File: src/hw/rtl/swrm_pkg.sv
// ---------------------------------------------------------------------------
// swrm_pkg: shared types and constants of the sliding window rate meter
// Field widths, the slot layout of the history store, opcodes and the
// sequencer states.
// ---------------------------------------------------------------------------
`default_nettype none

package swrm_pkg;

  localparam int DATA_W    = 32;  // seconds, byte sums and the rate
  localparam int SPAN_W    = 33;  // divisor: wrapped second difference plus one
  localparam int COUNT_W   = 16;  // byte count of one item
  localparam int WIN_W     = 4;   // window register
  localparam int HELD_W    = 5;   // entries_held result field

  localparam logic [WIN_W-1:0] WINDOW_RESET = 4'd3;

  localparam logic OP_RECEIVE = 1'b0;  // record bytes, then trim and report
  localparam logic OP_REPORT  = 1'b1;  // trim and report only

  typedef struct packed {
    logic [DATA_W-1:0] second;
    logic [DATA_W-1:0] bytes;
  } slot_t;

  typedef enum logic [3:0] {
    S_IDLE,
    S_REC_RD,
    S_REC_CHK,
    S_TRIM_RD,
    S_TRIM_CHK,
    S_SUM_INIT,
    S_SUM_RD,
    S_SUM_ACC,
    S_DIV_START,
    S_DIV_WAIT,
    S_DONE
  } swrm_state_t;

endpackage

`default_nettype wire

File: src/hw/rtl/swrm_ram.sv
// ---------------------------------------------------------------------------
// swrm_ram: generic single-write, single-read RAM
// One write port and one read port with registered read data.
// ---------------------------------------------------------------------------
`default_nettype none

module swrm_ram #(
  parameter int WIDTH = 64,
  parameter int DEPTH = 16,
  localparam int ADDR_W = (DEPTH > 1) ? $clog2(DEPTH) : 1
) (
  input  wire logic              clk,
  input  wire logic              wr_en,
  input  wire logic [ADDR_W-1:0] wr_addr,
  input  wire logic [WIDTH-1:0]  wr_data,
  input  wire logic              rd_en,
  input  wire logic [ADDR_W-1:0] rd_addr,
  output logic      [WIDTH-1:0]  rd_data
);

  logic [WIDTH-1:0] mem [DEPTH];

  always_ff @(posedge clk) begin
    if (wr_en) begin
      mem[wr_addr] <= wr_data;
    end
    if (rd_en) begin
      rd_data <= mem[rd_addr];
    end
  end

endmodule

`default_nettype wire

File: src/hw/rtl/swrm_div.sv
// ---------------------------------------------------------------------------
// swrm_div: serial restoring divider
// The dividend shifts out of a register one bit per cycle into the partial
// remainder while the quotient shifts in behind it; one quotient bit a cycle.
// ---------------------------------------------------------------------------
`default_nettype none

module swrm_div
  import swrm_pkg::*;
(
  input  wire logic              clk,
  input  wire logic              rst,
  input  wire logic              start,
  input  wire logic [DATA_W-1:0] dividend,
  input  wire logic [SPAN_W-1:0] divisor,
  output logic                   done,
  output logic      [DATA_W-1:0] quotient
);

  localparam int BIT_CNT_W = $clog2(DATA_W + 1);

  logic                 busy;
  logic [BIT_CNT_W-1:0] bit_cnt;
  logic [SPAN_W-1:0]    rem;
  logic [SPAN_W-1:0]    dvs;
  logic [DATA_W-1:0]    quo;
  logic [SPAN_W+1:0]    diff;
  logic                 fits;

  // Trial subtraction of the divisor from the remainder with the next
  // dividend bit shifted in; the borrow tells whether it fits.
  assign diff = {1'b0, rem, quo[DATA_W-1]} - {2'b00, dvs};
  assign fits = ~diff[SPAN_W+1];

  always_ff @(posedge clk) begin
    if (rst) begin
      busy <= 1'b0;
      done <= 1'b0;
    end else begin
      done <= 1'b0;
      if (start) begin
        busy    <= 1'b1;
        bit_cnt <= BIT_CNT_W'(DATA_W);
        rem     <= '0;
        quo     <= dividend;
        dvs     <= divisor;
      end else if (busy) begin
        rem     <= fits ? diff[SPAN_W-1:0] : {rem[SPAN_W-2:0], quo[DATA_W-1]};
        quo     <= {quo[DATA_W-2:0], fits};
        bit_cnt <= bit_cnt - 1'b1;
        if (bit_cnt == BIT_CNT_W'(1)) begin
          busy <= 1'b0;
          done <= 1'b1;
        end
      end
    end
  end

  assign quotient = quo;

endmodule

`default_nettype wire

File: src/hw/rtl/sliding_window_rate_meter.sv
// ---------------------------------------------------------------------------
// sliding_window_rate_meter: windowed throughput from per-second byte counts
// Keeps a circular history of per-second byte sums and reports, for every
// item, the rate over the window excluding the newest second.
// ---------------------------------------------------------------------------
// Each item carries an opcode, the current second and a byte count. A receive
// item adds its bytes to the newest history entry when that entry holds the
// same second, and starts a new entry otherwise; when MAX_ENTRIES entries are
// already held, the new entry replaces the oldest. Both opcodes then drop
// every entry older than now_seconds minus window_seconds (nothing is dropped
// while now_seconds is below the window) and return one result item: the
// saturated byte sum of all held entries but the newest, divided by the span
// from the oldest entry's second to the second-newest entry's second plus
// one, together with the number of entries kept. With fewer than two entries
// the rate is zero. The block works on one item at a time; item_stall is high
// from the cycle after an item is taken until its result is loaded into the
// output register, and a result waiting there does not hold up the next item,
// although the next result then waits in the last sequencer state until the
// output register has been emptied.
// The history lives in a RAM with registered read data, so the record step,
// the trim walk and the sum walk each spend a read state and a check or add
// state on each entry they visit; the serial divider is started from its own
// state and then waited for. With fewer than two entries held the divide is
// skipped. The history RAM is not cleared after reset; only entries counted
// as held are ever used.
// window_seconds is written through the cfg port, which is always ready and
// must only be used while no item is in flight.
// ---------------------------------------------------------------------------
`default_nettype none

module sliding_window_rate_meter
  import swrm_pkg::*;
#(
  parameter int MAX_ENTRIES = 16
) (
  input  wire logic               clk,
  input  wire logic               rst,
  // Configuration write channel: window_seconds.
  input  wire logic               cfg_valid,
  output logic                    cfg_ready,
  input  wire logic [WIN_W-1:0]   cfg_data,
  // Input items.
  input  wire logic               item_valid,
  output logic                    item_stall,
  input  wire logic               opcode,
  input  wire logic [DATA_W-1:0]  now_seconds,
  input  wire logic [COUNT_W-1:0] byte_count,
  // Result items.
  output logic                    result_valid,
  input  wire logic               result_stall,
  output logic      [DATA_W-1:0]  rate_bytes_per_second,
  output logic      [HELD_W-1:0]  entries_held
);

  localparam int PTR_W = $clog2(MAX_ENTRIES);
  localparam int CNT_W = $clog2(MAX_ENTRIES + 1);
  localparam logic [PTR_W:0]   MAX_W   = (PTR_W + 1)'(MAX_ENTRIES);
  localparam logic [CNT_W-1:0] MAX_CNT = CNT_W'(MAX_ENTRIES);
  localparam logic [PTR_W-1:0] LAST_PTR = PTR_W'(MAX_ENTRIES - 1);

  // Slot that lies 'back' entries behind 'base' in the circular store.
  function automatic logic [PTR_W-1:0] slot_back(input logic [PTR_W-1:0] base,
                                                 input logic [CNT_W-1:0] back);
    logic [PTR_W:0] s;
    s = {1'b0, base} + (MAX_W - (PTR_W + 1)'(back));
    if (s >= MAX_W) begin
      s = s - MAX_W;
    end
    return s[PTR_W-1:0];
  endfunction

  swrm_state_t state, state_next;

  // Architectural state.
  logic [WIN_W-1:0]   window;
  logic [PTR_W-1:0]   newest;
  logic [CNT_W-1:0]   held;

  // Item being worked on.
  logic [DATA_W-1:0]  now_r;
  logic [COUNT_W-1:0] bytes_r;
  logic [DATA_W-1:0]  limit;
  logic               trim_en;

  // Walk and result registers.
  logic [CNT_W-1:0]   k;
  logic [DATA_W-1:0]  sum;
  logic [DATA_W-1:0]  second_hi;
  logic [DATA_W-1:0]  second_lo;
  logic [DATA_W-1:0]  rate;

  // History RAM ports.
  logic               ram_wr_en;
  logic [PTR_W-1:0]   ram_wr_addr;
  slot_t              ram_wr_data;
  logic               ram_rd_en;
  logic [PTR_W-1:0]   ram_rd_addr;
  slot_t              ram_rd_data;

  // Divider ports.
  logic               div_start;
  logic               div_done;
  logic [SPAN_W-1:0]  div_span;
  logic [DATA_W-1:0]  div_quotient;

  // Decisions taken on the registered RAM data, the walk counter and the output handshake.
  logic               rec_hit;
  logic [PTR_W-1:0]   newest_inc;
  logic [DATA_W:0]    rec_add;
  logic [DATA_W-1:0]  rec_sat;
  logic               trim_go;
  logic               too_old;
  logic               sum_last;
  logic [DATA_W:0]    acc_add;
  logic [DATA_W-1:0]  acc_sat;
  logic               res_take;

  swrm_ram #(
    .WIDTH ($bits(slot_t)),
    .DEPTH (MAX_ENTRIES)
  ) u_hist (
    .clk     (clk),
    .wr_en   (ram_wr_en),
    .wr_addr (ram_wr_addr),
    .wr_data (ram_wr_data),
    .rd_en   (ram_rd_en),
    .rd_addr (ram_rd_addr),
    .rd_data (ram_rd_data)
  );

  swrm_div u_div (
    .clk      (clk),
    .rst      (rst),
    .start    (div_start),
    .dividend (sum),
    .divisor  (div_span),
    .done     (div_done),
    .quotient (div_quotient)
  );

  // A receive item merges into the newest entry only when one is held and it
  // carries the same second.
  assign rec_hit    = (held != '0) && (ram_rd_data.second == now_r);
  assign newest_inc = (newest == LAST_PTR) ? '0 : newest + 1'b1;
  assign rec_add    = {1'b0, ram_rd_data.bytes} + (DATA_W + 1)'(bytes_r);
  assign rec_sat    = rec_add[DATA_W] ? '1 : rec_add[DATA_W-1:0];

  // The trim walk looks at the oldest held entry each round.
  assign trim_go = trim_en && (held != '0);
  assign too_old = ram_rd_data.second < limit;

  // The sum walk runs from the second-newest entry back to the oldest.
  assign sum_last = (k == held - 1'b1);
  assign acc_add  = {1'b0, sum} + {1'b0, ram_rd_data.bytes};
  assign acc_sat  = acc_add[DATA_W] ? '1 : acc_add[DATA_W-1:0];

  // Span in 33 bits so that it can never be zero.
  assign div_span = {1'b0, second_hi - second_lo} + SPAN_W'(1);

  // The output register can be loaded when it is empty or being emptied.
  assign res_take = ~result_valid | ~result_stall;

  assign cfg_ready = 1'b1;

  // Next state.
  always_comb begin
    state_next = state;
    unique case (state)
      S_IDLE: begin
        if (item_valid) begin
          state_next = (opcode == OP_RECEIVE) ? S_REC_RD : S_TRIM_RD;
        end
      end
      S_REC_RD:    state_next = S_REC_CHK;
      S_REC_CHK:   state_next = S_TRIM_RD;
      S_TRIM_RD:   state_next = trim_go ? S_TRIM_CHK : S_SUM_INIT;
      S_TRIM_CHK:  state_next = too_old ? S_TRIM_RD : S_SUM_INIT;
      S_SUM_INIT:  state_next = (held < CNT_W'(2)) ? S_DONE : S_SUM_RD;
      S_SUM_RD:    state_next = S_SUM_ACC;
      S_SUM_ACC:   state_next = sum_last ? S_DIV_START : S_SUM_RD;
      S_DIV_START: state_next = S_DIV_WAIT;
      S_DIV_WAIT: begin
        if (div_done) begin
          state_next = S_DONE;
        end
      end
      S_DONE: begin
        if (res_take) begin
          state_next = S_IDLE;
        end
      end
      default:     state_next = S_IDLE;
    endcase
  end

  // Sequencer outputs: RAM ports, divider start and the input stall.
  always_comb begin
    item_stall         = 1'b1;
    ram_rd_en          = 1'b0;
    ram_rd_addr        = newest;
    ram_wr_en          = 1'b0;
    ram_wr_addr        = rec_hit ? newest : newest_inc;
    ram_wr_data.second = now_r;
    ram_wr_data.bytes  = rec_hit ? rec_sat : DATA_W'(bytes_r);
    div_start          = 1'b0;
    unique case (state)
      S_IDLE: begin
        item_stall = 1'b0;
      end
      S_REC_RD: begin
        ram_rd_en   = 1'b1;
        ram_rd_addr = newest;
      end
      S_REC_CHK: begin
        ram_wr_en = 1'b1;
      end
      S_TRIM_RD: begin
        ram_rd_en   = trim_go;
        ram_rd_addr = slot_back(newest, held - 1'b1);
      end
      S_SUM_RD: begin
        ram_rd_en   = 1'b1;
        ram_rd_addr = slot_back(newest, k);
      end
      S_DIV_START: begin
        div_start = 1'b1;
      end
      S_TRIM_CHK, S_SUM_INIT, S_SUM_ACC, S_DIV_WAIT, S_DONE: begin
      end
      default: begin
      end
    endcase
  end

  // Control state.
  always_ff @(posedge clk) begin
    if (rst) begin
      state        <= S_IDLE;
      window       <= WINDOW_RESET;
      newest       <= '0;
      held         <= '0;
      result_valid <= 1'b0;
    end else begin
      state <= state_next;
      if (cfg_valid && cfg_ready) begin
        window <= cfg_data;
      end
      if (state == S_REC_CHK && !rec_hit) begin
        newest <= newest_inc;
        if (held != MAX_CNT) begin
          held <= held + 1'b1;
        end
      end
      if (state == S_TRIM_CHK && too_old) begin
        held <= held - 1'b1;
      end
      if (state == S_DONE && res_take) begin
        result_valid <= 1'b1;
      end else if (result_valid && !result_stall) begin
        result_valid <= 1'b0;
      end
    end
  end

  // Payload and walk registers.
  always_ff @(posedge clk) begin
    if (state == S_IDLE && item_valid) begin
      now_r    <= now_seconds;
      bytes_r  <= byte_count;
      limit    <= now_seconds - DATA_W'(window);
      trim_en  <= now_seconds >= DATA_W'(window);
    end
    if (state == S_SUM_INIT) begin
      k   <= CNT_W'(1);
      sum <= '0;
      if (held < CNT_W'(2)) begin
        rate <= '0;
      end
    end
    if (state == S_SUM_ACC) begin
      sum <= acc_sat;
      k   <= k + 1'b1;
      if (k == CNT_W'(1)) begin
        second_hi <= ram_rd_data.second;
      end
      if (sum_last) begin
        second_lo <= ram_rd_data.second;
      end
    end
    if (state == S_DIV_WAIT && div_done) begin
      rate <= div_quotient;
    end
    if (state == S_DONE && res_take) begin
      rate_bytes_per_second <= rate;
      entries_held          <= HELD_W'(held);
    end
  end

endmodule

`default_nettype wire

File: config.mk
export PLATFORM = sky130hd
export DESIGN_NAME = sliding_window_rate_meter
export DESIGN_NICKNAME = d
export VERILOG_FILES = /design/src/hw/rtl/swrm_pkg.sv /design/src/hw/rtl/swrm_ram.sv /design/src/hw/rtl/swrm_div.sv /design/src/hw/rtl/sliding_window_rate_meter.sv
export SDC_FILE = /design/constraint.sdc
export NUM_CORES = 2
export LEC_CHECK = 0
export BUFFER_PORTS_ARGS = -buffer_cell sky130_fd_sc_hd__buf_2
export CAP_MARGIN = 20
export CORE_MARGIN = 2
export CORE_UTILIZATION = 35
export DETAILED_ROUTE_END_ITERATION = 10
export PLACE_DENSITY = 0.47
export SLEW_MARGIN = 20
export SYNTH_ARGS = -nofsm -noshare
export SYNTH_HDL_FRONTEND = slang
export SYNTH_SLANG_ARGS = --single-unit
File: constraint.sdc
create_clock -name clk -period 9.7 [get_ports clk]
set_clock_uncertainty 0.2 [all_clocks]
set_input_delay 1.455 -clock clk [delete_from_list [all_inputs] [get_ports clk]]
set_output_delay 1.455 -clock clk [all_outputs]
set_load 0.005 [all_outputs]
Word level (Yosys, flattened, before mapping). Memory sizes are Yosys's and may differ from the RTL's. A register that Yosys moved wholly into a read port is not among the register bits. Cells that the tools add are included.

Bits of input ports: 58. Output and inout port bits: 40. Memories: 1. Word-level logic and storage cells: 142. Register bits: 375. Bits in writable memories: 1024.

Muxes and demuxes: 44. Add/sub/neg operators: 17. Bitwise operators: 6. Reductions and logical operators: 28. Order comparisons: 5. Equality and inequality tests: 19.

Memories: u_hist.mem (depth 16, bits a word 64, read ports 1, clocked after memory_dff 1, write ports 1, line swrm_ram.sv:21) `logic [WIDTH-1:0] mem [DEPTH];`.

Operator list (number): $mux W32 (10); $mux W33 (2); $pmux W4 S11 (1); $mux W4 (9); $sub A34 B33 Y35 (1); $add A32 B1 Y33 const B (1); $add A32 B16 Y33 (1); $add A32 B32 Y33 (1); $eq A32 B32 Y1 (1); $ge A32 B4 Y1 (1); $lt A32 B32 Y1 (1); $sub A32 B32 Y32 (1); $sub A32 B4 Y32 (1); $mux W5 (5); $eq A4 B3 Y1 const B (4); $eq A4 B4 Y1 const B (4); $reduce_bool A2 Y1 (7); $mux W1 (12); $reduce_and A2 Y1 (6); $add A4 B5 Y5 (2); $add A5 B1 Y5 const B (2); $ge A5 B5 Y1 const B (2); $sub A5 B5 Y5 const A (2); $eq A4 B2 Y1 const B (2); 26 further kinds (40).

Logic depth before layout (Yosys ltp).
Depth after elaboration: 6. Depth in mapped cells: 15. Gate-level depth less buffers: 14.

Cells and area by module. A second synthesis with hierarchy kept.

Cell total of the unflattened synthesis: 3779. Area, all modules: 63101.8 µm².

By module, submodules not included: swrm_ram (area each 40222.3 µm², cells an instance 1647, sequential area each 32671.3 µm², instances 1); sliding_window_rate_meter (area each 16784.8 µm², cells an instance 1606, sequential area each 7897.6 µm², instances 1); swrm_div (area each 6094.6 µm², cells an instance 526, sequential area each 3163.0 µm², instances 1).

Least setup slack after synthesis. No wires, ideal clock.

Path type: register to register. From: register state[2]. To: register second_hi[0], enable pin. Data required time: 8999 ps. Path buffers: 2. Period minus slack after synthesis: 5767 ps. Stages on the path, launching flop included: 7. Data arrival time: 5066 ps. Path slack: 3933 ps. Library setup time: 501 ps. Cells stage by stage: dfxtp_1 > clkbuf_1 > nand2_1 > inv_1 > nand2_1 > clkbuf_1 > nor4_1.

Cells in the longest elaborated chain, start to end: 2.

Ends and longest elaborated chain: from (decl) (line sliding_window_rate_meter.sv:72) `swrm_state_t state, state_next;`; from (signal assigned) (line sliding_window_rate_meter.sv:244) `state <= state_next;`; $eq A4 B3 Y1 (line sliding_window_rate_meter.sv:280) `if (state == S_SUM_ACC) begin`; $reduce_and A2 Y1 (no source line); to (signal assigned) (line sliding_window_rate_meter.sv:284) `second_hi <= ram_rd_data.second;`; to (decl) (line sliding_window_rate_meter.sv:88) `logic [DATA_W-1:0] second_hi;`.

Every way passes these cells. A chain may end at the register's enable or synchronous reset.

Worst setup path after layout.
From: register now_r[29]. To: memory u_hist.mem[8][60], enable pin.

Cells in the longest elaborated chain, start to end: 3.

Ends and longest elaborated chain: from (decl) (line sliding_window_rate_meter.sv:80) `logic [DATA_W-1:0] now_r;`; from (signal assigned) (line sliding_window_rate_meter.sv:268) `now_r <= now_seconds;`; $eq A32 B32 Y1 (line sliding_window_rate_meter.sv:143) `assign rec_hit = (held != '0) && (ram_rd_data.second == now_r);`; $logic_and A1 B1 Y1 (line sliding_window_rate_meter.sv:143); $mux W4 (line sliding_window_rate_meter.sv:202) `ram_wr_addr = rec_hit ? newest : newest_inc;`; to (decl) (line swrm_ram.sv:21).

Every way passes these cells.

==> out/results.ini <==
[place]
routabilityCongestion = 0.813
placed_area_mm2 = 0.0683
numPortBuffers = 96
dp_hpwl_mm = 103

[critical_path]
r2r-end = u_hist.mem[8][60]$_DFFE_PP_
startpoint_type = register
path_class = reg2reg
crit_required_ns = 9.93
worstPathArrival_ns = 6.09
worst-r2r-setup-slack_ns = 3.84
r2r-start = now_r[29]$_DFFE_PP_
crit_fanout = 59
reg2regPathDepth = 11
cp-end-kind = register

[synthesis]
synth_top_area_share_pct = 67.0
netlist-cell-type-count = 91
synthArstFlopShare_pct = 0
syn_inst = 4813
ys_ff_latch = 1463
synth_area_mm2 = 0.0647
ys_warn_count = 0
yosysTopAreaCell = edfxtp_1
synthFlopType = edfxtp_1
synth_edf_count = 1443
synth_seq_area_share_pct = 67.6
yosysMostFrequentCell = edfxtp_1
synth_top_cells_by_area = edfxtp_1, nand2_1, a211oi_1
synth_commonest_cells = edfxtp_1, nand2_1, and2_1
avgSynthCellArea_um2 = 13.4
synth_nets = 5039

[die]
num_rows = 157
core_area_mm2 = 0.183
die_y_um = 434
io_pins = 98
fp.dieArea_mm2 = 0.188
die_width_um = 434
initial_core_util_pct = 35.3

[clock_tree]
ctsResizeCount = 0
cts_sinks = 1463
cts_tree = yes
clk_latency_ns = 0.81
cts_made_buffers = 160
path_clk_slew_ns = 0.06
postCtsHoldBufs = 0
post-cts-setup-buffer-count = 0
root_buffer = clkbuf_16
clockBufferDepth = 3
htreeDepth = 4

[sta]
layout_min_cycle_time_ns = 5.86
finalMaxSlewViolations = 0
fmax_ghz = 0.171
worst_pin_slew_ns = 1.07
relSlewSlack_pct = 28.4
finalHoldViolCount = 0
fin_setup_tns_ns = 0
setup_violations = 0
fin_crit_sh_pct = 60.4
rsz0062_at_grt = no

[layout]
areaGrowthSynthToFinish_pct = 13.4
final_nets = 5129
final_util_pct = 40.0
drive_gt1_share_pct = 10.6
final_area_mm2 = 0.0734
nFillCells = 17100

[min_path]
hold_path_end = rate_bytes_per_second[12]$_DFFE_PP_
whs_path_depth = 0
hp-class = reg2reg
min_from = rate[12]$_SDFFCE_PN0P_

[status]
status = complete, no violations

[pwr]
ir_worst_vdd_v = 0.000164
p_per_area_mw_per_mm2 = 203
p_leak_nw = 24.7

[global_route]
grt_use_total_pct = 18.1
grt_pass1_wl_mm = 254
gr-total-overflow = 0
grt_max_degree = 172
antenna_found_initial = 10
grt_pass1_vias = 38000

[routing]
vias_per_cell = 5.19
dr.first_iter.drc_count = 3200
routedWlPerCell_um = 22.8
dr_total_vias = 38900
ant_nets = 0
first_pass_iters = 6
remaining_drc_errors = 0
wl_mm = 171

[job]
max_cap_violations = 0

==> state kept, by name, indices dropped and copies added (netlist names), 32 cells and up <==
register and flops:
second_lo 32, u_div.quotient 32, sum 32, u_div.rem 33
now_r 32, limit 32, second_hi 32, u_hist.mem 1024
u_div.dvs 33, rate 32, u_hist.rd_data 64, rate_bytes_per_second 32
==> worst max-delay path by stage <==
stage                                             end  depth (start not counted)  slack (ns)                   from
after floorplan                second_hi[0]$_DFFE_PP_                          6        3.93  state[2]$_SDFFE_PP0P_
after CTS                 u_hist.mem[8][60]$_DFFE_PP_                         11        3.69    now_r[29]$_DFFE_PP_
final                     u_hist.mem[8][60]$_DFFE_PP_                         11        3.84    now_r[29]$_DFFE_PP_
after global routing      u_hist.mem[8][60]$_DFFE_PP_                         11        3.54    now_r[10]$_DFFE_PP_
after detailed placement  u_hist.mem[8][29]$_DFFE_PP_                         11        3.73    now_r[29]$_DFFE_PP_
after global placement    u_hist.mem[0][41]$_DFFE_PP_                         10        3.46    now_r[29]$_DFFE_PP_
==> per-layer routing <==
layer  GRT usage, %  routed length [µm]  vias up
met3           2.75                7740      190
li1               -                   -    18300
met2           28.4               78300      838
met4           4.78                3390        2
met1           26.3               81600    19600
met5              0                  20        -
==> cells by family (layout without fill, tap and decap cells) <==
group / Yosys count / in the layout / share of synthesized area, %
AOI/OAI and AO/OA: 1008 / 1008 / 10.5
xor gates and xnor gates: 211 / 211 / 2.86
adders and majority gates: 168 / 168 / 3.33
buffers and inverters: 408 / 617 / 2.41
DFF: 1463 / 1463 / 67.6
muxes: 95 / 95 / 2.71
other: 1 / 5 / 0.00580
and+or+nand+nor: 1459 / 1459 / 10.6
==> stage by stage <==
step           total power [mW]  worst slack [ns]  instances  hold slack (ns)
2_1_floorplan              8.47              3.93       4813            0.200
3_3_place_gp               9.09              3.46       7203            0.205
3_5_place_dp               9.10              3.73       7205            0.205
4_1_cts                    15.1              3.69       7486            0.218
5_1_grt                    15.5              3.54       7488            0.224
6_report                   14.9              3.84       7490            0.216
==> layout by cell type (no fill, tap or decap), drive strengths merged, types with 9 or more instances in the layout <==
master and count:
nor3 37, a21o 73, clkbuf 199, or3 17, xnor2 133, dfxtp 20
nor2 172, buf 176, or2 9, ha 161, o31ai 10, o211ai 15
nand3 53, and2 304, xor2 78, a21oi 160, a211oi 279, nor4 11
nand2b 22, mux2i 30, clkinv 59, edfxtp 1443, and3 20, nand4 37
nor2b 21, inv 166, bufinv 12, mux4 64, a41oi 9, nand2 728
a31oi 272, o21a 17, o21ai 86
==> critical path, stage by stage, from the launching register on <==
cell       delay, ns
edfxtp_1        0.62
xnor2_1         0.42
nand4_1         0.19
nor4_1          0.82
o2111ai_4       0.23
buf_4           0.38
and2_0          0.34
o31ai_1         0.22
nand2_1         0.27
nor2_4          0.65
buf_4           0.49
buf_4           0.58
==> power breakdown <==
group / switching (mW) / internal, mW
sequential: 0.172 / 7.14
combinational: 1.07 / 0.578
clock: 2.52 / 3.43
==> final cells by class <==
type | count | area [µm²] | area share, %
repair buffers | 176 | 1180 | 1.60
flip-flops and latches | 1463 | 43700 | 59.6
clock inverters | 82 | 791 | 1.08
clock buffers | 199 | 4260 | 5.80
well taps | 2464 | 3080 | 4.20
inverters | 160 | 601 | 0.819
diodes | 4 | 10.0 | 0.0136
multi-input cells | 2942 | 19700 | 26.9
(Power assumes the default switching activity.)
